`src/rtl/core/gctp_pkg.sv`:
```
// Shared types and constants of the grid coordinate text parser.
// Depends on nothing; every other file of the block imports it.
package gctp_pkg;

   localparam int unsigned COORD_W     = 24;
   localparam int unsigned RES_W       = 10;
   localparam int unsigned MIN_DIGITS  = 4;
   localparam int unsigned SCALE_STEPS = 3;

   localparam logic [COORD_W-1:0] SCALE_TARGET = COORD_W'(1000000);

   localparam logic [7:0] CHAR_ZERO  = 8'd48;
   localparam logic [7:0] CHAR_NINE  = 8'd57;
   localparam logic [7:0] CHAR_TAB   = 8'd9;
   localparam logic [7:0] CHAR_CR    = 8'd13;
   localparam logic [7:0] CHAR_SPACE = 8'd32;

   typedef enum logic [1:0] {
      STATUS_OK     = 2'd0,
      STATUS_SYNTAX = 2'd1,
      STATUS_RANGE  = 2'd2
   } status_type;

   typedef enum logic [2:0] {
      CSR_NORTH_LOW  = 3'd0,
      CSR_NORTH_HIGH = 3'd1,
      CSR_A_EAST_LOW  = 3'd2,
      CSR_A_EAST_HIGH = 3'd3,
      CSR_B_EAST_LOW  = 3'd4,
      CSR_B_EAST_HIGH = 3'd5
   } csr_index_type;

   typedef struct packed {
      logic [COORD_W-1:0] north_low;
      logic [COORD_W-1:0] north_high;
      logic [COORD_W-1:0] a_east_low;
      logic [COORD_W-1:0] a_east_high;
      logic [COORD_W-1:0] b_east_low;
      logic [COORD_W-1:0] b_east_high;
   } cfg_type;

   // Resolution in metres for a number of decade steps; unity is reported as 5.
   function automatic logic [RES_W-1:0] resolution_of(input logic [SCALE_STEPS-1:0] steps);
      logic [RES_W-1:0] res;
      unique case (steps)
         3'd0:    res = RES_W'(5);
         3'd1:    res = RES_W'(10);
         3'd2:    res = RES_W'(100);
         3'd3:    res = RES_W'(1000);
         default: res = RES_W'(1023);
      endcase
      return res;
   endfunction

endpackage

```
`src/rtl/core/gctp_queue.sv`:
```
// Short job queue between the parser front end and the scaling back end.
// Register storage, one push a cycle while not full, one pop while not empty. Depends on gctp_pkg.
module gctp_queue import gctp_pkg::*; #(
   parameter int unsigned WIDTH = 49,
   parameter int unsigned DEPTH = 2
) (
   input  logic             clock,
   input  logic             reset,
   input  logic             push,
   input  logic [WIDTH-1:0] push_data,
   input  logic             pop,
   output logic [WIDTH-1:0] pop_data,
   output logic             full,
   output logic             empty
);

   localparam int unsigned PTR_W = (DEPTH > 1) ? $clog2(DEPTH) : 1;
   localparam int unsigned CNT_W = $clog2(DEPTH + 1);

   logic [WIDTH-1:0] slot_ff [DEPTH];
   logic [PTR_W-1:0] wr_ff, wr_in, rd_ff, rd_in;
   logic [CNT_W-1:0] count_ff, count_in;
   logic             do_push, do_pop;

   assign full     = count_ff == CNT_W'(DEPTH);
   assign empty    = count_ff == '0;
   assign do_push  = push && !full;
   assign do_pop   = pop && !empty;
   assign pop_data = slot_ff[rd_ff];

   always_comb begin
      wr_in    = wr_ff;
      rd_in    = rd_ff;
      count_in = count_ff;
      if (do_push) begin
         wr_in = (wr_ff == PTR_W'(DEPTH - 1)) ? '0 : wr_ff + PTR_W'(1);
      end
      if (do_pop) begin
         rd_in = (rd_ff == PTR_W'(DEPTH - 1)) ? '0 : rd_ff + PTR_W'(1);
      end
      if (do_push && !do_pop) begin
         count_in = count_ff + CNT_W'(1);
      end else if (do_pop && !do_push) begin
         count_in = count_ff - CNT_W'(1);
      end
   end

   always_ff @(posedge clock) begin
      if (do_push) begin
         slot_ff[wr_ff] <= push_data;
      end
   end

   always_ff @(posedge clock) begin
      if (reset) begin
         wr_ff    <= '0;
         rd_ff    <= '0;
         count_ff <= '0;
      end else begin
         wr_ff    <= wr_in;
         rd_ff    <= rd_in;
         count_ff <= count_in;
      end
   end

endmodule

```
`config.mk`:
```
export PLATFORM = sky130hd
export DESIGN_NAME = gctp_queue
export DESIGN_NICKNAME = d
export VERILOG_FILES = /design/src/rtl/core/gctp_pkg.sv /design/src/rtl/core/gctp_queue.sv
export SDC_FILE = /design/constraint.sdc
export NUM_CORES = 1
export LEC_CHECK = 0
export ABC_AREA = 0
export BUFFER_PORTS_ARGS = -buffer_cell sky130_fd_sc_hd__buf_2
export CAP_MARGIN = 20
export CELL_PAD_IN_SITES_DETAIL_PLACEMENT = 1
export CELL_PAD_IN_SITES_GLOBAL_PLACEMENT = 2
export CORE_UTILIZATION = 25
export DETAILED_ROUTE_END_ITERATION = 7
export GPL_TIMING_DRIVEN = 0
export PLACE_DENSITY = 0.65
export SYNTH_ARGS = -nofsm -noshare
export SYNTH_HDL_FRONTEND = slang
export SYNTH_SLANG_ARGS = --single-unit
```
`constraint.sdc`:
```
create_clock -name clock -period 6.9 [get_ports clock]
set_input_delay 2.07 -clock clock [delete_from_list [all_inputs] [get_ports clock]]
set_output_delay 2.07 -clock clock [all_outputs]
set_load 0.03 [all_outputs]
```
Word level (Yosys, flattened, before mapping)
Memory sizes are Yosys's and may differ from the RTL's. A register that Yosys moved wholly into a read port is not among the register bits. Cells that the tools add are included.

Register bits: 4. Memory bits (writable): 98. Bits of input ports: 53. Output and inout bits: 51. Word-level logic and storage cells: 27. Memories kept: 1.

Add/sub/neg operators: 4. Equal/unequal tests: 1. Mux-type cells: 8. Reduce and logical (&&, ||, !) cells: 10.

Memory list: slot_ff (depth 2, bits a word 49, read ports 1, clocked after memory_dff 1, write ports 1, line gctp_queue.sv:20) `logic [WIDTH-1:0] slot_ff [DEPTH];`.

Operators by type and width (number): $mux W1 (6); $logic_and A1 B1 Y1 (4); $logic_not A1 Y1 (4); $mux W2 (2); $add A1 B1 Y1 const B (2); $add A2 B1 Y2 const B (1); $eq A2 B2 Y1 const B (1); $logic_not A2 Y1 (1); $reduce_bool A2 Y1 (1); $sub A2 B1 Y2 const B (1).

Longest topological paths before layout
Gate-level depths: netlist of the first run.

Word-level depth: 7. Depth in mapped cells: 6. Depth with buffers taken out: 6.

Least setup slack after synthesis of the first run
Ideal clock, no wire load.

Kind: input-to-reg. Start: in push. End: mem slot_ff[1][0] (enable). Library setup time: 412 ps. Arrival time: 3430 ps. Required time: 6488 ps. Slack: 3059 ps. Stages: 3. Path buffers: 0. Cell sequence: inv_1 -> nor2_1 -> and2_1.

Cells in the longest elaborated chain, start to end: 3.

RTL lines: start, declared (line gctp_queue.sv:9) `input logic push,`; $logic_and A1 B1 Y1 (line gctp_queue.sv:27) `assign do_push = push && !full;`; net do_push (line gctp_queue.sv:23) `logic do_push, do_pop;`; $mux W1 (line gctp_queue.sv:49) `if (do_push) begin`; $mux W1 (implied by the code) (line gctp_queue.sv:50) `slot_ff[wr_ff] <= push_data;`; end, declared (line gctp_queue.sv:20).

The timed path passes the listed nets, and every way through them passes these cells.

==> results of run 1 <==
==> metrics by stage <==
| stage | setup slack [ps] | instances | util | total power [W] |
|---|---|---|---|---|
| 2_1_floorplan | 3060 | 177 | - | 0.00125 |
| 5_1_grt | 3040 | 480 | 0.333 | 0.00205 |
| 6_report | 3140 | 480 | 0.333 | 0.00196 |
| 3_3_place_gp | 2110 | 464 | 0.308 | 0.00142 |
| 4_1_cts | 3070 | 480 | 0.333 | 0.00200 |
| 3_5_place_dp | 3290 | 466 | 0.311 | 0.00143 |
==> cell type report <==
class                           instances  area share
Sequential cell                       103       0.626
Multi-Input combinational cell         67       0.137
Timing Repair Buffer                  105       0.114
Tap cell                              184      0.0474
Clock buffer                            9      0.0464
Clock inverter                          5      0.0204
Buffer                                  5     0.00696
Inverter                                2     0.00155
==> sequential cells by signal (all words and copies together) (netlist names), named ones only <==
register	cells
slot_ff	98
count_ff	2
rd_ff	1
wr_ff	1
==> metal layers <==
layer	vias up	track usage	wire length [um]
met3	14	0.0296	398
met4	2	0.0574	176
met2	63	0.159	3490
met1	963	0.118	3200
met5	-	0	13
li1	922	-	-
==> worst min-delay path by stage <==
stage               startpoint     to  slack [ps]  cells past startpoint
floorplan                wr_ff  wr_ff         450                      2
global placement         wr_ff  wr_ff         470                      2
detailed placement       rd_ff  rd_ff         500                      2
CTS                      wr_ff  wr_ff         510                      2
global route             wr_ff  wr_ff         540                      2
finish                   wr_ff  wr_ff         510                      2
==> power groups by stage <==
stage                     sequential (W)  combinational [W]  clock [W]
after floorplan                 0.000819           0.000431          0
after global placement          0.000828           0.000590          0
after detailed placement        0.000825           0.000609          0
after CTS                       0.000812           0.000611   0.000579
after global routing            0.000820           0.000636   0.000595
final                           0.000810           0.000593   0.000557
==> worst reg2reg max path, delay by kind of cell, from the launching register on <==
kind / cells / cell delay, ps
buffers and inverters: 2 / 670
flip-flops: 1 / 440
AND/OR/NAND/NOR: 2 / 440
==> kinds of logic after synthesis <==
family,Yosys count,synth area share
buffers and inverters,7,0.0110
AO/OA/AOI/OAI,5,0.00668
adder cells (fa/ha/maj),1,0.00334
multiplexers,49,0.147
AND/OR/NAND/NOR,9,0.0124
XOR/XNOR,3,0.00702
flip-flops,103,0.812
==> Yosys cell counts <==
cell type / n / area, sq um
mux2_2: 49 / 552
inv_1: 2 / 7.51
xor2_1: 3 / 26.3
or3_1: 2 / 12.5
and2_1: 1 / 6.26
dfxtp_1: 5 / 100
nor2b_2: 1 / 8.76
buf_2: 3 / 15.0
o21ai_0: 3 / 15.0
ha_1: 1 / 12.5
a21oi_1: 2 / 10.0
nor2_1: 5 / 18.8
buf_6: 1 / 11.3
edfxtp_1: 98 / 2940
buf_4: 1 / 7.51
==> impl_metrics.toml, run 1 <==
[power_and_ir_drop]
netSwitchingFraction = 0.315
vdd_drop_max_mv = 0.225
p_comb_frac = 0.302
share_seq_of_total_power = 0.413
p_leak_nw = 1.80
power.density_mw_per_mm2 = 404
switchingPower_w = 0.000617
pwr-share-clk = 0.284
p_int_w = 0.00134

[setup_path]
r2r_slack_ps = 5040
path_cells = "buf_4 > buf_6 > mux2_2 > buf_2"
path_delay_family = "buffers and inverters"
crit_required_ps = 4830
r2r_end = "slot_ff[0][25]"
critPathMaxStageDelay_ps = 400
crit_path_end_kind = "output port"
cp.arrival_ps = 1690
worstSetupStartpointType = "register"
r2r_cells = 4
crit_end = "pop_data[16]"
worstSetupPathType = "register to output port"
cp_max_fo = 10
cp.depth = 4
crit_buf_inv = 3
cp_slowest_cell = "dfxtp_1"
r2r_start = "count_ff[0]"

[hold_path]
hold_path.class = "register to register"

[timing]
finalCritPeriodShare = 0.545
timing.hold.ws_ps = 508
finClkSkew_ps = 6.17
clock.fmax_ghz = 0.266
min_period_ps = 3760
finalSetupTns_ps = 0
rsz0062_at_grt = "false"
hold_violations = 0
finalMaxSlewViolations = 0
worst_pin_slew_ps = 521
setup_violations = 0
relSlewSlack = 0.653

[detailed_routing]
drc_errors = 0
vias_per_cell = 4.09
dr.pass1.iters = 4
first_iter_violations = 75
wire_per_inst_um = 15.2
ant_nets = 0
vias = 1964
routed_wl_mm = 7.28

[clock_tree]
cts.hold.buffers_added = 0
cts_resized = 0
clk_path_buf_depth = 2
cts_sinks = 103
cts.htree.levels = 3
clkTransAtPathRegs_ps = 70
clk_latency_ps = 340
numCtsBuffers = 9
cts_setup_buffers = 0
cts-root-buf = "clkbuf_16"
cts_tree = "done"

[layout]
regArea_sq_mm = 0.00304
final_common_cell = "buf_2"
area_delta_synth_final_pct = 29.7
drive_gt1_frac = 0.591
finalNetCount = 347
multi_input_area_sq_um = 663
antenna_cells = 0
most-common-layout-cells = "106 x buf_2, 98 x edfxtp_1, 49 x mux2_2"
fillers = 1502
final_area_sq_mm = 0.00486

[placed_design]
place_hpwl_mm = 4.96
dpl_cell_area_sq_mm = 0.00453
port_buffers = 103
gp_congestion = 0.636

[yosys]
syn_area_sq_mm = 0.00375
yosysWarnings = 0
postSynthCellCount = 177
yosysSeqAreaShare = 0.812
ys_types = 15
avgSynthCellArea_sq_um = 21.2
synth.net_count = 231
synth-seq-cells = 103

[global_route]
grt_pass1_wl_mm = 11.4
grt_use_total = 0.0991
grt-ovfl-total = 0
grt_pass1_vias = 2124
antenna_found_initial = 1
grt_max_degree = 32

[floorplanning]
die_w_um = 124
core_area_sq_mm = 0.0146
fp.dieArea_sq_mm = 0.0155
core.rowCount = 44
pin_count = 104
die_h_um = 124
initial_core_util = 0.257

[job]
maxCapViolCount = 0

[status]
outcome = "finished clean"
No activity file was read; power rests on OpenSTA's default activity.
==> run 2, diff against run 1 <==
Settings changed: ABC_AREA 0 to 1, PLACE_DENSITY 0.65 to 0.66.
Clock period 6.9 ns to 3.8 ns, I/O delays scaled along.
==> run 2 against run 1 <==
Net effect:
- final cell count increased by 2.9%
- first-iteration DRC count decreased by 32%
- largest cell class unchanged
- die area increased by 2.1%
- critical path type unchanged
==> impl_metrics.toml, run 2 <==
[status]
outcome = "finished clean"

[yosys]
synth_edf_count = 98
yosysSeqAreaShare = 0.795
postSynthCellCount = 189
yosysWarnings = 0
ys_types = 17
synth.net_count = 243
async_reset_ff_frac = 0
syn_area_sq_mm = 0.00383
yosysMostFrequentCell = "edfxtp_1"
yosysTopAreaCellShare = 0.769
avgSynthCellArea_sq_um = 20.3
yosysTopAreaCell = "edfxtp_1"
synthTopCellsByCount = "98 x edfxtp_1, 39 x mux2_2, 10 x mux2_4"
synth-seq-cells = 103
synthFlopType = "edfxtp_1"
yosys-top-cells-area = "edfxtp_1 77%, mux2_2 11%, mux2_4 3.9%"

[timing]
worst_pin_slew_ps = 841
finalCritPeriodShare = 0.717
setup_violations = 0
rsz0062_at_grt = "false"
hold_violations = 0
clock.fmax_ghz = 0.367
finClkSkew_ps = 7.29
min_period_ps = 2730
relSlewSlack = 0.438
timing.hold.ws_ps = 549
finalMaxSlewViolations = 0

[clock_tree]
cts.htree.levels = 3
clkTransAtPathRegs_ps = 70
cts_sinks = 103
clk_path_buf_depth = 2
numCtsBuffers = 9
cts_tree = "done"
cts_setup_buffers = 0
cts_resized = 0
cts.hold.buffers_added = 0
clk_latency_ps = 340
cts-root-buf = "clkbuf_16"

[setup_path]
path_cells = "buf_6 > buf_8 > mux2_4 > buf_2"
crit_buf_inv = 3
worstSetupPathType = "register to output port"
crit_required_ps = 2660
critPathMaxStageDelay_ps = 400
crit_path_end_kind = "output port"
cp_max_fo = 10
worstSetupStartpointType = "register"
cp.arrival_ps = 1590
cp_slowest_cell = "dfxtp_1"
r2r_slack_ps = 1950
path_delay_family = "buffers and inverters"

[global_route]
grt_use_total = 0.0976
grt_pass1_vias = 2212
grt_pass1_wl_mm = 11.4
grt_max_degree = 27
grt-ovfl-total = 0
antenna_found_initial = 1

[placed_design]
dpl_cell_area_sq_mm = 0.00463
place_hpwl_mm = 4.96
port_buffers = 103
gp_congestion = 0.622

[layout]
final_common_cell = "buf_2"
top_register = "slot_ff"
regArea_sq_mm = 0.00304
multi_input_area_sq_um = 717
largest_register_ffs = 98
fillers = 1536
final_area_sq_mm = 0.00492
most-common-layout-cells = "103 x buf_2, 98 x edfxtp_1, 39 x mux2_2"
finalNetCount = 359
drive_gt1_frac = 0.565
area_delta_synth_final_pct = 28.5
reg.largest.list = "slot_ff x98, count_ff x2"
antenna_cells = 0

[floorplanning]
pin_count = 104
core_area_sq_mm = 0.0148
die_h_um = 126
die_w_um = 126
core.rowCount = 44
fp.dieArea_sq_mm = 0.0158
initial_core_util = 0.259

[job]
maxCapViolCount = 0

[detailed_routing]
wire_per_inst_um = 14.8
dr.pass1.iters = 4
routed_wl_mm = 7.29
ant_nets = 0
vias = 2024
vias_per_cell = 4.10
first_iter_violations = 51
drc_errors = 0

[power_and_ir_drop]
total_power_w = 0.00340
vdd_drop_max_mv = 0.357
p_leak_nw = 1.85
power.density_mw_per_mm2 = 690

[hold_path]
hold_path.class = "register to register"
[run 2: cell types whose count changed in the layout (fill, tap and decap cells not counted), moves of 3 or more]
cell,delta
mux2_2,-10
nand2_1,+4
xor2_1,-3
buf_2,-3
inv_1,+8
mux2_4,+10
[run 2: stage by stage]
stage          setup TNS (ps)  utilization  cells  worst slack [ps]
3_3_place_gp          -147950        0.310    476             -1530
2_1_floorplan               0            -    189              80.5
3_5_place_dp                0        0.314    478              1100
6_report                    0        0.333    494              1070
4_1_cts                     0        0.333    494              1010
5_1_grt                     0        0.333    494               965
[run 2: worst paths after layout]
path,from,end,cells after the start
worst max register to register,count_ff[0],slot_ff[1][22],3
worst max-delay path,register,pop_data[22],4
worst min-delay path,wr_ff,wr_ff,2
worst min register to register,wr_ff,wr_ff,2
[run 2: worst reg2reg max path: cells and delay by family, from the launching register on]
family / cells / cell delay (ps)
simple gates: 1 / 670
buf+inv: 1 / 280
compound gates: 1 / 160
flops: 1 / 430
[run 2: where the power goes]
group | leakage [nW] | switching (W) | internal, W
logic | 0.754 | 0.000650 | 0.000364
registers | 0.955 | 0.0000471 | 0.00143
clock network | 0.137 | 0.000390 | 0.000511
total | 1.85 | 0.00109 | 0.00231
[run 2: logic make-up after synthesis]
family,after synthesis,share of synthesized area
AO/OA/AOI/OAI,6,0.00883
adder cells (fa/ha/maj),1,0.00327
buffers and inverters,14,0.0216
flip-flops,103,0.795
multiplexers,49,0.154
AND/OR/NAND/NOR,16,0.0173
[run 2: cell type report]
class                      count  share of cell area
clock buffer                  11              0.0473
buffer                         5             0.00992
inverter                       9             0.00687
clock inverter                 5              0.0120
sequential                   103               0.619
timing repair buffer         105               0.113
multi-input combinational     72               0.146
tap                          184              0.0468
[run 2: metal layers]
| metal | vias to the layer above | share of wire | wire length, um | track usage |
|---|---|---|---|---|
| met5 | - | 0.0026 | 19 | 0 |
| met4 | 2 | 0.017 | 126 | 0.0404 |
| met3 | 11 | 0.073 | 529 | 0.0433 |
| met2 | 74 | 0.50 | 3660 | 0.166 |
| met1 | 987 | 0.41 | 2960 | 0.106 |
| li1 | 950 | - | - | - |
==> run 3, diff against run 2 <==
Settings changed: PLACE_DENSITY 0.66 to 0.68.
Clock period 3.8 ns to 2.5 ns, I/O delays scaled along.
==> run 3 against run 2 <==
Net effect:
- first-iteration DRC count is 9.8% higher
- sequential power is 52% higher
- non-clock buffer count stayed put
- die area stayed put
- via count is 0.64% lower
- combinational power is 53% higher
- sequential share of layout area is 0.17 points higher
- final cell count stayed put
- total power is 51% higher
- largest cell class unchanged
- largest power group unchanged
==> impl_metrics.toml, run 3 (same netlist as run 2, synthesis figures left out) <==
[status]
outcome = "finished clean"

[setup_path]
crit_required_ps = 1750
path_cells = "buf_6 > buf_8 > mux2_4 > buf_2"
r2r_start = "count_ff[0]"
cp.arrival_ps = 1610
worstSetupPathType = "register to output port"
path_delay_family = "buffers and inverters"
crit_buf_inv = 3
crit_path_end_kind = "output port"
r2r_slack_ps = 620
cp_max_fo = 10
worstSetupStartpointType = "register"
critPathMaxStageDelay_ps = 410
r2r_cells = 3
r2r_end = "slot_ff[1][34]"
cp_slowest_cell = "dfxtp_1"

[timing]
finalMaxSlewViolations = 0
min_period_ps = 2360
timing.hold.ws_ps = 541
finalCritPeriodShare = 0.944
relSlewSlack = 0.433
setup_violations = 0
worst_pin_slew_ps = 849
clock.fmax_ghz = 0.424
hold_violations = 0
finClkSkew_ps = 7.74
rsz0062_at_grt = "false"

[power_and_ir_drop]
power.density_mw_per_mm2 = 1040
vdd_drop_max_mv = 0.385
p_leak_nw = 1.85

[floorplanning]
core.rowCount = 44
die_w_um = 126
core_area_sq_mm = 0.0148
die_h_um = 126
fp.dieArea_sq_mm = 0.0158
initial_core_util = 0.259
pin_count = 104

[placed_design]
dp.cells = 478
port_buffers = 103
place_hpwl_mm = 5.12
gp_congestion = 0.643

[job]
maxCapViolCount = 0

[layout]
reg.largest.list = "slot_ff x98, count_ff x2"
area_delta_synth_final_pct = 28.2
antenna_cells = 0
most-common-layout-cells = "103 x buf_2, 98 x edfxtp_1, 39 x mux2_2"
drive_gt1_frac = 0.568
finalNetCount = 359
final_cells = 494
largest_register_ffs = 98
fin_util = 0.333
final_common_cell = "buf_2"
top_register = "slot_ff"

[clock_tree]
clk_latency_ps = 340
cts_sinks = 103
cts_setup_buffers = 0
cts.hold.buffers_added = 0
cts-root-buf = "clkbuf_16"
clkTransAtPathRegs_ps = 70
clk_path_buf_depth = 2
cts_resized = 0
numCtsBuffers = 9
cts_tree = "done"
cts.htree.levels = 3

[global_route]
grt_pass1_vias = 2257
grt_max_degree = 27
grt-ovfl-total = 0
grt_pass1_wl_mm = 11.7
antenna_found_initial = 0
grt_use_total = 0.101

[hold_path]
hold_path.startpoint = "wr_ff"
hold_path.class = "register to register"
hold_end = "wr_ff"
whs_path_depth = 2

[detailed_routing]
vias_per_cell = 4.07
wire_per_inst_um = 15.2
dr.pass1.iters = 4
routed_wl_mm = 7.50
drc_errors = 0
ant_nets = 0
first_iter_violations = 56
vias = 2011
## run 3: changes by cell type in the layout (fill, tap and decap cells not counted), sizes merged
cell and change:
clkbuf +2, clkinv -1, bufinv -1
## run 3: cell type report
| class | instances | area (sq um) |
|---|---|---|
| fillers | 1552 | 9850 |
| flip-flops and latches | 103 | 3040 |
| multi-input cells | 72 | 717 |
| repair buffers | 105 | 556 |
| clock buffers | 13 | 260 |
| well taps | 184 | 230 |
| plain buffers | 5 | 48.8 |
| inverters | 9 | 33.8 |
| clock inverters | 3 | 17.5 |
## run 3: worst reg2reg max path: stages, from the launching register on
cell and delay (ps):
dfxtp_1 440, o21ai_2 160, nor2_4 670, buf_12 290
## run 3: report_power, final
part | internal, W | leakage [nW] | switching (W)
Sequential | 0.00218 | 0.955 | 0.0000740
Combinational | 0.000554 | 0.754 | 0.000997
Clock | 0.000727 | 0.136 | 0.000590
Total | 0.00346 | 1.85 | 0.00166
## run 3: per-layer routing
| metal | up-vias | share of wire | GRT usage |
|---|---|---|---|
| met5 | - | 0 | 0 |
| met4 | 0 | 0.024 | 0.0553 |
| met3 | 12 | 0.068 | 0.0365 |
| met2 | 72 | 0.49 | 0.169 |
| met1 | 979 | 0.42 | 0.114 |
| li1 | 948 | - | - |
## run 3: metrics by stage
step / power, W / setup WS, ps / TNS (ps) / cell area [sq um]
3_5_place_dp: 0.00388 / 214 / 0 / 4630
5_1_grt: 0.00537 / 37.6 / 0 / 4910
4_1_cts: 0.00522 / 69.7 / 0 / 4910
2_1_floorplan: 0.00340 / -15.0 / -1460 / 3830
3_3_place_gp: 0.00383 / -1020 / -98980 / 4580
6_report: 0.00512 / 141 / 0 / 4910
## run 3: worst max path at each step
stage             start             end  slack [ps]  cells past startpoint
2_1_floorplan      push   slot_ff[0][0]         -10                      2
3_3_place_gp       push  slot_ff[0][32]       -1020                      3
3_5_place_dp       push  slot_ff[1][22]         210                      4
4_1_cts        register    pop_data[24]          70                      4
5_1_grt        register    pop_data[23]          40                      4
6_report       register    pop_data[25]         140                      4
