[config.mk]
export PLATFORM = sky130hd
export DESIGN_NAME = gctp_front_flat
export DESIGN_NICKNAME = d
export VERILOG_FILES = /design/src/rtl/core/gctp_pkg.sv /design/src/rtl/core/gctp_chan_if.sv /design/src/rtl/core/gctp_front.sv /design/src/flat_wrapper.sv
export SDC_FILE = /design/constraint.sdc
export NUM_CORES = 1
export LEC_CHECK = 0
export BUFFER_PORTS_ARGS = -buffer_cell sky130_fd_sc_hd__buf_2
export CORE_MARGIN = 4
export CORE_UTILIZATION = 46
export DETAILED_ROUTE_END_ITERATION = 12
export GPL_ROUTABILITY_DRIVEN = 0
export PLACE_DENSITY = 0.68
export REMOVE_ABC_BUFFERS = 1
export SKIP_LAST_GASP = 1
export SLEW_MARGIN = 20
export SYNTH_ARGS = -nofsm -noshare
export SYNTH_HDL_FRONTEND = slang
export SYNTH_SLANG_ARGS = --single-unit
[constraint.sdc]
create_clock -name clock -period 7.21 [get_ports clock]
set_input_delay 0.721 -clock clock [delete_from_list [all_inputs] [get_ports clock]]
set_output_delay 0.721 -clock clock [all_outputs]
set_load 0.02 [all_outputs]
[src/rtl/core/gctp_pkg.sv]
// Shared types and constants of the grid coordinate text parser.
// Depends on nothing; every other file of the block imports it.
package gctp_pkg;

   localparam int unsigned COORD_W     = 24;
   localparam int unsigned RES_W       = 10;
   localparam int unsigned MIN_DIGITS  = 4;
   localparam int unsigned SCALE_STEPS = 3;

   localparam logic [COORD_W-1:0] SCALE_TARGET = COORD_W'(1000000);

   localparam logic [7:0] CHAR_ZERO  = 8'd48;
   localparam logic [7:0] CHAR_NINE  = 8'd57;
   localparam logic [7:0] CHAR_TAB   = 8'd9;
   localparam logic [7:0] CHAR_CR    = 8'd13;
   localparam logic [7:0] CHAR_SPACE = 8'd32;

   typedef enum logic [1:0] {
      STATUS_OK     = 2'd0,
      STATUS_SYNTAX = 2'd1,
      STATUS_RANGE  = 2'd2
   } status_type;

   typedef enum logic [2:0] {
      CSR_NORTH_LOW  = 3'd0,
      CSR_NORTH_HIGH = 3'd1,
      CSR_A_EAST_LOW  = 3'd2,
      CSR_A_EAST_HIGH = 3'd3,
      CSR_B_EAST_LOW  = 3'd4,
      CSR_B_EAST_HIGH = 3'd5
   } csr_index_type;

   typedef struct packed {
      logic [COORD_W-1:0] north_low;
      logic [COORD_W-1:0] north_high;
      logic [COORD_W-1:0] a_east_low;
      logic [COORD_W-1:0] a_east_high;
      logic [COORD_W-1:0] b_east_low;
      logic [COORD_W-1:0] b_east_high;
   } cfg_type;

   // Resolution in metres for a number of decade steps; unity is reported as 5.
   function automatic logic [RES_W-1:0] resolution_of(input logic [SCALE_STEPS-1:0] steps);
      logic [RES_W-1:0] res;
      unique case (steps)
         3'd0:    res = RES_W'(5);
         3'd1:    res = RES_W'(10);
         3'd2:    res = RES_W'(100);
         3'd3:    res = RES_W'(1000);
         default: res = RES_W'(1023);
      endcase
      return res;
   endfunction

endpackage

[src/rtl/core/gctp_chan_if.sv]
// Valid/ready channels of the grid coordinate text parser: text in, result out.
// Depends on gctp_pkg for the field widths.
interface gctp_req_if;
   logic       valid;
   logic       ready;
   logic [7:0] text_char;
   logic       is_final;

   modport source (output valid, output text_char, output is_final, input ready);
   modport sink   (input valid, input text_char, input is_final, output ready);
endinterface


[src/rtl/core/gctp_front.sv]
// Front end: takes one text word a cycle unless the queue is full, checks the syntax
// and builds both values. On the final word it pushes one job into the queue. Depends on gctp_pkg.
module gctp_front import gctp_pkg::*; #(
   parameter int unsigned MAX_DIGITS = 7,
   parameter int unsigned ACC_W      = 24
) (
   input  logic             clock,
   input  logic             reset,
   gctp_req_if.sink         req,
   input  logic             job_full,
   output logic             job_push,
   output logic [2*ACC_W:0] job_data
);

   localparam int unsigned RUN_W = $clog2(MAX_DIGITS + 1);

   typedef enum logic [4:0] {
      PH_LEAD  = 5'b00001,
      PH_NORTH = 5'b00010,
      PH_SEP   = 5'b00100,
      PH_EAST  = 5'b01000,
      PH_TRAIL = 5'b10000
   } phase_type;

   phase_type          phase_ff, phase_in;
   logic [RUN_W-1:0]   run_ff, run_in;
   logic [ACC_W-1:0]   north_ff, north_in;
   logic [ACC_W-1:0]   east_ff, east_in;
   logic               bad_ff, bad_in;

   phase_type          ph_nx;
   logic [RUN_W-1:0]   run_nx;
   logic [ACC_W-1:0]   north_nx, east_nx;
   logic               bad_nx;
   logic               is_ws, is_dig, take, job_ok;
   logic [3:0]         digit;
   logic [ACC_W-1:0]   acc_sel, acc_add;

   assign req.ready = !job_full;
   assign take      = req.valid && !job_full;

   assign is_ws  = (req.text_char >= CHAR_TAB && req.text_char <= CHAR_CR)
                   || req.text_char == CHAR_SPACE;
   assign is_dig = req.text_char >= CHAR_ZERO && req.text_char <= CHAR_NINE;
   assign digit  = req.text_char[3:0];

   // Digit goes to north while leading or in the north run, else to east.
   assign acc_sel = (phase_ff == PH_LEAD || phase_ff == PH_NORTH) ? north_ff : east_ff;
   assign acc_add = (acc_sel << 3) + (acc_sel << 1) + ACC_W'(digit);

   always_comb begin
      ph_nx    = phase_ff;
      run_nx   = run_ff;
      north_nx = north_ff;
      east_nx  = east_ff;
      bad_nx   = bad_ff;
      if (!bad_ff) begin
         unique case (phase_ff)
            PH_LEAD, PH_SEP: begin
               if (is_dig) begin
                  run_nx = RUN_W'(1);
                  if (phase_ff == PH_LEAD) begin
                     ph_nx    = PH_NORTH;
                     north_nx = acc_add;
                  end else begin
                     ph_nx   = PH_EAST;
                     east_nx = acc_add;
                  end
               end else if (!is_ws) begin
                  bad_nx = 1'b1;
               end
            end
            PH_NORTH, PH_EAST: begin
               if (is_dig) begin
                  if (run_ff >= RUN_W'(MAX_DIGITS)) begin
                     bad_nx = 1'b1;
                  end else begin
                     run_nx = run_ff + RUN_W'(1);
                     if (phase_ff == PH_NORTH) begin
                        north_nx = acc_add;
                     end else begin
                        east_nx = acc_add;
                     end
                  end
               end else if (is_ws && run_ff >= RUN_W'(MIN_DIGITS)) begin
                  ph_nx = (phase_ff == PH_NORTH) ? PH_SEP : PH_TRAIL;
               end else begin
                  bad_nx = 1'b1;
               end
            end
            PH_TRAIL: begin
               if (!is_ws) begin
                  bad_nx = 1'b1;
               end
            end
            default: bad_nx = 1'b1;
         endcase
      end
   end

   assign job_ok = !bad_nx && north_nx != '0
                   && ((ph_nx == PH_EAST && run_nx >= RUN_W'(MIN_DIGITS)) || ph_nx == PH_TRAIL);

   assign job_push = take && req.is_final;
   assign job_data = {job_ok, north_nx, east_nx};

   always_comb begin
      phase_in = phase_ff;
      run_in   = run_ff;
      north_in = north_ff;
      east_in  = east_ff;
      bad_in   = bad_ff;
      if (take) begin
         if (req.is_final) begin
            phase_in = PH_LEAD;
            run_in   = '0;
            north_in = '0;
            east_in  = '0;
            bad_in   = 1'b0;
         end else begin
            phase_in = ph_nx;
            run_in   = run_nx;
            north_in = north_nx;
            east_in  = east_nx;
            bad_in   = bad_nx;
         end
      end
   end

   always_ff @(posedge clock) begin
      if (reset) begin
         phase_ff <= PH_LEAD;
         run_ff   <= '0;
         north_ff <= '0;
         east_ff  <= '0;
         bad_ff   <= 1'b0;
      end else begin
         phase_ff <= phase_in;
         run_ff   <= run_in;
         north_ff <= north_in;
         east_ff  <= east_in;
         bad_ff   <= bad_in;
      end
   end

endmodule

[src/flat_wrapper.sv]
// flat-port wrapper written by rule: the top's interface ports become plain ports
module gctp_front_flat import gctp_pkg::*;
#(
   parameter int unsigned MAX_DIGITS = 7,
   parameter int unsigned ACC_W      = 24
)
  (clock, reset, job_full, job_push, job_data, req_valid, req_text_char, req_is_final, req_ready);
  gctp_req_if req_i ();
  input  logic clock;
  input  logic reset;
  input  logic job_full;
  output logic job_push;
  output logic [2*ACC_W:0] job_data;
  input wire logic [$bits(req_i.valid)-1:0] req_valid;
  input wire logic [$bits(req_i.text_char)-1:0] req_text_char;
  input wire logic [$bits(req_i.is_final)-1:0] req_is_final;
  output wire logic [$bits(req_i.ready)-1:0] req_ready;
  assign req_i.valid = req_valid;
  assign req_i.text_char = req_text_char;
  assign req_i.is_final = req_is_final;
  assign req_ready = req_i.ready;
  gctp_front #(.MAX_DIGITS(MAX_DIGITS), .ACC_W(ACC_W)) u_core (.clock(clock), .reset(reset), .req(req_i), .job_full(job_full), .job_push(job_push), .job_data(job_data));
endmodule
======== Word level (Yosys, flattened, before mapping) ========
Index checks and enable logic that the tools add are counted.
word-level totals
  register bits ........................... 57
  input port bits ......................... 13
  output and inout bits ................... 51
operators by class
  add/subtract/negate cells ............... 3
  order comparisons ....................... 7
  equality and inequality tests ........... 8
  muxes and demuxes ....................... 39
  reductions and logical operators ........ 16
operators with widths
  kind                                                               number
  2-to-1 mux 24 bit                                                  14
  case mux 24 bit (2 select lines)                                   2
  2-to-1 mux 5 bit                                                   6
  adder 24 bit                                                       1
  adder 24 x 4 -> 24 bit                                             1
  nonzero test 24 bit                                                1
  2-to-1 mux 23 bit                                                  1
  2-to-1 mux 3 bit                                                   5
  equality test 5 x 4 -> 1 bit, second input constant                2
  equality test 5 bit, second input constant                         2
  case mux 5 bit (2 select lines)                                    1
  greater-or-equal comparator 3 bit, second input constant           3
  equality test 8 x 6 -> 1 bit, second input constant                1
  greater-or-equal comparator 8 x 4 -> 1 bit, second input constant  1
  greater-or-equal comparator 8 x 6 -> 1 bit, second input constant  1
  <= comparator 8 x 4 -> 1 bit, second input constant                1
  <= comparator 8 x 6 -> 1 bit, second input constant                1
  logical AND 1 bit                                                  8
  2-to-1 mux 1 bit                                                   7
  case mux 3 bit (2 select lines)                                    1
  equality test 5 x 1 -> 1 bit, second input constant                1
  equality test 5 x 2 -> 1 bit, second input constant                1
  equality test 5 x 3 -> 1 bit, second input constant                1
  2-to-1 mux 4 bit                                                   1
  5 further kinds                                                    9

======== Longest topological paths before layout ========
Gate-level depths: netlist of the first run.
  word-level depth ........................ 13
  depth in mapped cells ................... 20
  mapped depth without buffers ............ 17

======== Least setup slack after synthesis of the first run ========
No wires, ideal clock.
  path kind ............................... register -> output
  start point ............................. register u_core.phase_ff[1]
  end point ............................... output port job_data[48]
  arrival ................................. 5.327 ns
  data required time ...................... 6.489 ns
  path slack .............................. 1.162 ns
  stages on the path, launching flop included .. 20
  cell sequence ........................... dfxtp_1 > buf_1 > nor2_1 > nand3_1 > nand2_1 > buf_1 > mux2_2 > fa_1 > fa_1 > a21o_1 > a22o_1 > o221ai_1 > nor3_1 > o41ai_1 > o21ai_0 > nor4_1 > nand4_1 > or3_1 > o311a_1 > buf_4
between the ends
  word-level cells in the longest chain between the ends .. 13
RTL lines
  item                                                                                 RTL line            RTL
  start, declared                                                                      gctp_front.sv:25    phase_type phase_ff, phase_in;
  start signal, assigned                                                               gctp_front.sv:138   phase_ff <= phase_in;
  equality test 5 x 1 -> 1 bit / equality test 5 x 2 -> 1 bit (equally long branches)  n/a
  logical OR 1 bit                                                                     gctp_front.sv:48    assign acc_sel = (phase_ff == PH_LEAD || phase_ff == PH_NORTH) ? north_ff : east_ff;
  2-to-1 mux 23 bit                                                                    gctp_front.sv:48
  adder 24 bit                                                                         gctp_front.sv:49    assign acc_add = (acc_sel << 3) + (acc_sel << 1) + ACC_W'(digit);
  adder 24 x 4 -> 24 bit                                                               gctp_front.sv:49
  2-to-1 mux 24 bit                                                                    gctp_front.sv:79    if (phase_ff == PH_NORTH) begin
  2-to-1 mux 24 bit                                                                    gctp_front.sv:75    if (run_ff >= RUN_W'(MAX_DIGITS)) begin
  2-to-1 mux 24 bit                                                                    gctp_front.sv:74    if (is_dig) begin
  case mux 24 bit (2 select lines) *                                                   gctp_front.sv:58    unique case (phase_ff)
  2-to-1 mux 24 bit *                                                                  gctp_front.sv:57    if (!bad_ff) begin
  net job_data[42]                                                                     flat_wrapper.sv:13  output logic [2*ACC_W:0] job_data;
  nonzero test 24 bit *                                                                gctp_front.sv:101   assign job_ok = !bad_nx && north_nx != '0
  logical AND 1 bit *                                                                  gctp_front.sv:101
  logical AND 1 bit *                                                                  gctp_front.sv:102   && ((ph_nx == PH_EAST && run_nx >= RUN_W'(MIN_DIGITS)) || ph_nx == PH_TRAIL);
  end, declared                                                                        flat_wrapper.sv:13
The timed path passes the listed nets; every way through them passes the cells marked *.

======== Final worst setup path of the first run ========
  start point ............................. register u_core.phase_ff[4]
  end point ............................... output port job_data[48]
between the ends
  word-level cells in the longest chain between the ends .. 13
RTL lines
  item                                                                                 RTL line
  equality test 5 x 1 -> 1 bit / equality test 5 x 2 -> 1 bit (equally long branches)  n/a
  logical OR 1 bit                                                                     gctp_front.sv:48
  2-to-1 mux 23 bit                                                                    gctp_front.sv:48
  adder 24 bit                                                                         gctp_front.sv:49
  adder 24 x 4 -> 24 bit                                                               gctp_front.sv:49
  2-to-1 mux 24 bit                                                                    gctp_front.sv:79
  2-to-1 mux 24 bit                                                                    gctp_front.sv:75
  2-to-1 mux 24 bit                                                                    gctp_front.sv:74
  case mux 24 bit (2 select lines)                                                     gctp_front.sv:58
  2-to-1 mux 24 bit                                                                    gctp_front.sv:57
  nonzero test 24 bit                                                                  gctp_front.sv:101
  logical AND 1 bit                                                                    gctp_front.sv:101
  logical AND 1 bit *                                                                  gctp_front.sv:102
Every way passes the cells marked *; elsewhere a longest branch is shown, timed or not.

==> impl_metrics.env, run 1 <==
export IMPL_status="completed"
export IMPL_final_cell_mix="nor2_1 (84), buf_2 (63), dfxtp_1 (57), a22oi_1 (51), a21oi_1 (46)"
export IMPL_numCtsBuffers=9
export IMPL_ys_seq_elements=57
export IMPL_cp_max_fo=16
export IMPL_netlist_cell_type_count=65
export IMPL_end_kind="output pin"
export IMPL_wl_met1_um=6470
export IMPL_dr_wl_met2_um=6920
export IMPL_arrival_ps=6100
export IMPL_fmax_mhz=147
export IMPL_maxSlewViolCount=0
export IMPL_synth_top_cell_by_area="dfxtp_1"
export IMPL_synth_area_leaders="dfxtp_1 (24%), ha_1 (11%), a22oi_1 (8.0%)"
export IMPL_worst_slew_pin_slew_ps=1090
export IMPL_ir_worst_vdd_v=0.0000645
export IMPL_cts_htree_levels=3
export IMPL_cts_resized=0
export IMPL_postRouteAntennaNets=0
export IMPL_ys_warn_count=0
export IMPL_cts_setup_buffers=0
export IMPL_crit_required_ps=6490
export IMPL_grt_total_usage=0.244
export IMPL_rows=37
export IMPL_holdCritPathClass="register to register"
export IMPL_first_global_vias=4671
export IMPL_die_h_um=110
export IMPL_syn_area_um2=4800
export IMPL_numPortBuffers=63
export IMPL_cp_start_kind="register"
export IMPL_antenna_cells=0
export IMPL_core_um2=10200
export IMPL_cts_buffer_depth=2
export IMPL_ys_dominant_reg_cell="dfxtp_1"
export IMPL_drt_pass1_iterations=7
export IMPL_powerDensity_nw_per_um2=129
export IMPL_grt_pass1_wl_um=23300
export IMPL_setup_tns_ps=0
export IMPL_design_power_total_mw=0.697
export IMPL_nFillCells=991
export IMPL_drt_initial_drc_count=435
export IMPL_synth_edf_count=0
export IMPL_grt_max_degree=56
export IMPL_clock_sinks=57
export IMPL_drv_cap=0
export IMPL_critical_path_class="register to output pin"
export IMPL_antenna_found_initial=0
export IMPL_drive_gt1_frac=0.185
export IMPL_via_per_inst=6.33
export IMPL_syn_mean_instance_area_um2=7.91
export IMPL_final_area_um2=5400
export IMPL_routed_via_count=5004
export IMPL_cts_tree="yes"
export IMPL_routed_wl_met3_um=878
export IMPL_cts_root_buf="clkbuf_8"
export IMPL_final_common_cell="nor2_1"
export IMPL_grt_overflow=0
export IMPL_wl_per_cell_um=18.6
export IMPL_fin_crit_ps=6830
export IMPL_async_flop_share=0
export IMPL_hold_violations=0
export IMPL_setup_viol=0
export IMPL_synth_top_area_share=0.238
export IMPL_fin_nets=709
export IMPL_fin_skew_ps=10.2
export IMPL_fin_crit_sh=0.947
export IMPL_p_leak_nw=2.50
export IMPL_drc=0
export IMPL_boundaryPins=64
export IMPL_cts_clk_slew_worst_paths_ps=70
export IMPL_initial_core_util=0.469
export IMPL_finalWirelength_um=14700
export IMPL_seq_area_frac_synth=0.238
export IMPL_rsz0062_at_grt="false"
export IMPL_clkLatencyLatePin_ps=360
export IMPL_die_width_um=110
export IMPL_cts_hold_buf=0
export IMPL_place_area_um2=5180
export IMPL_design_die_area_um2=12100
export IMPL_dp_hpwl_um=10500
export IMPL_netlist_instances=607
export IMPL_dr_max_layer_used="met4"
export IMPL_area_growth_pct=12.5
export IMPL_max_slew_margin=0.270
-- critical path, stage by stage (launching register included) --
cell and delay (ps):
dfxtp_1 570, nor2_1 120, nand3_1 240, nand2_1 540, mux2_2 510, ha_1 320, ha_1 390, inv_1 110
o32ai_1 550, nor2_1 130, o41ai_1 420, nor3_1 110, xnor2_1 160, a22o_1 220, or4_1 530, or3_1 350
o311a_1 300, buf_2 160
-- sequential cells by signal, summed over array words and instances, names as in the netlist --
| register | flops |
|---|---|
| u_core.bad_ff | 1 |
| u_core.phase_ff | 5 |
| u_core.east_ff | 24 |
| u_core.north_ff | 24 |
| u_core.run_ff | 3 |
-- cell usage after synthesis, types with 4 or more instances --
cell type	instances
nand2b_1	5
o21ai_0	32
nor3_1	17
a21o_1	7
mux2_2	22
o211ai_1	5
xor2_1	5
nand4_1	5
a22o_1	25
a31oi_1	9
a22oi_1	51
and3_1	5
nand2_1	39
nor2_1	85
nor2b_1	4
inv_1	13
nor4_1	5
buf_2	6
ha_1	44
a21oi_1	46
dfxtp_1	57
clkbuf_1	26
or3_1	4
xnor2_1	17
nand3_1	14
-- stage by stage --
stage	hold slack, ps	utilization	setup slack [ps]	cells
detailed placement	448	0.506	923	775
global placement	439	0.506	994	775
finish	460	0.528	385	790
floorplan	427	-	1260	569
global route	508	0.528	75.1	790
CTS	461	0.527	507	790
-- report_power, final --
group	switching [mW]	total, mW	internal [mW]	leakage, nW
Combinational	0.0352	0.0470	0.0118	1.93
Clock	0.138	0.333	0.195	0.112
Sequential	0.00152	0.317	0.315	0.459
Total	0.175	0.697	0.522	2.50
-- logic make-up (layout without fill, tap and decap cells) --
| group | Yosys count | in the layout | synth area share |
|---|---|---|---|
| AOI/OAI and AO/OA | 216 | 216 | 0.317 |
| and+or+nand+nor | 193 | 193 | 0.185 |
| DFF | 57 | 57 | 0.238 |
| buffers and inverters | 51 | 98 | 0.0453 |
| adders and majority gates | 46 | 46 | 0.123 |
| xor gates and xnor gates | 22 | 22 | 0.0401 |
| muxes | 22 | 22 | 0.0516 |
-- final timing paths --
| check | startpoint | end | slack (ps) | depth (start not counted) |
|---|---|---|---|---|
| worst max-delay path | u_core.phase_ff[4] | job_data[48] | 380 | 17 |
| worst min-delay path | u_core.north_ff[23] | u_core.north_ff[23] | 460 | 2 |
| worst max register to register | u_core.phase_ff[4] | u_core.east_ff[22] | 2000 | 16 |
| worst min register to register | u_core.north_ff[23] | u_core.north_ff[23] | 460 | 2 |
-- final cells by class --
type,count,area (µm²),area share
clock inverters,2,35.0,0.00649
well taps,136,170,0.0315
repair buffers,70,368,0.0681
multi-input cells,499,3460,0.640
flip-flops and latches,57,1140,0.211
clock buffers,13,179,0.0331
inverters,13,48.8,0.00904
-- routing by layer --
layer / track usage / vias to the layer above
li1: - / 2380
met1: 0.317 / 2376
met2: 0.405 / 207
met3: 0.0431 / 41
met4: 0.0932 / 0
met5: 0 / -
(Power assumes the default switching activity.)
==> inputs of run 2 (changes only) <==
--- a/config.mk
+++ b/config.mk
@@ -10,7 +10,7 @@
 export CORE_UTILIZATION = 46
 export DETAILED_ROUTE_END_ITERATION = 12
 export GPL_ROUTABILITY_DRIVEN = 0
-export PLACE_DENSITY = 0.68
+export PLACE_DENSITY = 0.72
 export REMOVE_ABC_BUFFERS = 1
 export SKIP_LAST_GASP = 1
 export SLEW_MARGIN = 20
==> run 2 against run 1 <==
  * Routed wire length down 3.0%
  * Final area down 0.42%
  * Clock skew up 1.3 ps
  * Total power down 10%
  * Global-route usage down 0.37 points
  * Clock power down 22%
  * Clock-buffer cell count down 2
  * Setup slack worse by 45 ps
  * Non-clock buffer count up 2
  * Largest power group is now sequential cells
==> impl_metrics.env, run 2 (synthesis results as in run 1) <==
export IMPL_end_kind="output pin"
export IMPL_initial_core_util=0.469
export IMPL_place_inst=777
export IMPL_numCtsBuffers=9
export IMPL_final_common_cell="nor2_1"
export IMPL_routed_via_count=4972
export IMPL_clkLatencyLatePin_ps=350
export IMPL_cp_start_kind="register"
export IMPL_cts_htree_levels=3
export IMPL_cts_root_buf="clkbuf_8"
export IMPL_grt_pass1_wl_um=23200
export IMPL_postRouteAntennaNets=0
export IMPL_finalWirelength_um=14300
export IMPL_cts_resized=0
export IMPL_critical_path_class="register to output pin"
export IMPL_boundaryPins=64
export IMPL_antenna_found_initial=0
export IMPL_worst_slew_pin_slew_ps=1050
export IMPL_core_um2=10200
export IMPL_status="completed"
export IMPL_first_global_vias=4794
export IMPL_die_h_um=110
export IMPL_via_per_inst=6.28
export IMPL_area_growth_pct=12.0
export IMPL_rsz0062_at_grt="false"
export IMPL_max_slew_margin=0.291
export IMPL_wl_per_cell_um=18.0
export IMPL_nFillCells=987
export IMPL_layout_setup_ws_ps=340
export IMPL_grt_max_degree=56
export IMPL_drc=0
export IMPL_fin_crit_ps=6870
export IMPL_powerDensity_nw_per_um2=116
export IMPL_drv_cap=0
export IMPL_drive_gt1_frac=0.186
export IMPL_drt_pass1_iterations=5
export IMPL_maxSlewViolCount=0
export IMPL_crit_required_ps=6490
export IMPL_die_width_um=110
export IMPL_holdCritPathClass="register to register"
export IMPL_fin_crit_sh=0.953
export IMPL_layoutNonFillerInstCount=792
export IMPL_cts_clk_slew_worst_paths_ps=70
export IMPL_numPortBuffers=63
export IMPL_cp_max_fo=16
export IMPL_drt_initial_drc_count=463
export IMPL_cts_buffer_depth=2
export IMPL_antenna_cells=0
export IMPL_cts_tree="yes"
export IMPL_reg_top3="u_core.east_ff: 24 flops, u_core.north_ff: 24 flops, u_core.phase_ff: 5 flops"
export IMPL_ir_worst_vdd_v=0.0000687
export IMPL_design_die_area_um2=12100
export IMPL_fin_skew_ps=11.4
export IMPL_setup_tns_ps=0
export IMPL_post_place_ws_ps=861
export IMPL_arrival_ps=6150
export IMPL_hold_violations=0
export IMPL_fin_nets=711
export IMPL_cts_hold_buf=0
export IMPL_fmax_mhz=146
export IMPL_p_leak_nw=2.48
export IMPL_final_cell_mix="nor2_1 (84), buf_2 (63), dfxtp_1 (57), a22oi_1 (51), a21oi_1 (46)"
export IMPL_rows=37
export IMPL_setup_viol=0
export IMPL_place_area_um2=5220
export IMPL_final_area_um2=5380
export IMPL_grt_overflow=0
export IMPL_clock_sinks=57
export IMPL_grt_total_usage=0.241
export IMPL_dp_hpwl_um=10600
export IMPL_cts_setup_buffers=0
-- run 2: changes by cell type in the layout (fill, tap and decap cells not counted) --
cell,change
buf_4,+1
clkinv_2,+3
buf_16,+1
clkbuf_1,+1
bufinv_16,-1
clkbuf_8,-3
nand2_2,+1
nand2_4,-1
-- run 2: critical path, cell delays in order, from the launching register on --
cell and delay, ps:
dfxtp_1 590, nor2_1 120, nand3_1 250, nand2_1 520
mux2_2 490, ha_1 300, ha_1 400, inv_1 110
o32ai_1 590, nor2_1 140, o41ai_1 430, nor3_1 120
xnor2_1 170, a22o_1 220, or4_1 510, or3_1 360
o311a_1 300, buf_2 160
-- run 2: power by group --
part | total [mW] | switching (mW) | internal (mW)
logic | 0.0483 | 0.0350 | 0.0133
registers | 0.317 | 0.00151 | 0.315
clock network | 0.259 | 0.130 | 0.130
total | 0.625 | 0.166 | 0.458
-- run 2: path summary, 6_finish.rpt --
kind                             from                  end  slack, ps  depth (start not counted)
hold reg to reg   u_core.north_ff[23]  u_core.north_ff[23]        460                          2
setup reg to reg   u_core.phase_ff[4]   u_core.east_ff[22]       1980                         16
setup / recovery   u_core.phase_ff[4]         job_data[48]        340                         17
hold / removal    u_core.north_ff[23]  u_core.north_ff[23]        460                          2
-- run 2: layout make-up --
cell class                      instances  area (µm²)  share of cell area
Inverter                               13        48.8             0.00908
Tap cell                              136         170              0.0316
Clock inverter                          4        20.0             0.00372
Clock buffer                           11         141              0.0263
Sequential cell                        57        1140               0.212
Timing Repair Buffer                   72         403              0.0749
Multi-Input combinational cell        499        3450               0.642
-- run 2: metal layers --
layer | wire [µm] | part of all wire | GRT usage | up-vias
met1 | 6180 | 0.43 | 0.302 | 2327
li1 | - | - | - | 2388
met5 | 0 | 0 | 0 | -
met2 | 6700 | 0.47 | 0.400 | 212
met4 | 505 | 0.035 | 0.113 | 0
met3 | 905 | 0.063 | 0.0431 | 45
-- run 2: through the flow --
stage	utilization	total power, mW	hold slack [ps]
finish	0.525	0.625	461
CTS	0.525	0.633	462
floorplan	-	0.347	427
detailed placement	0.510	0.371	452
global placement	0.507	0.369	439
global route	0.525	0.649	500
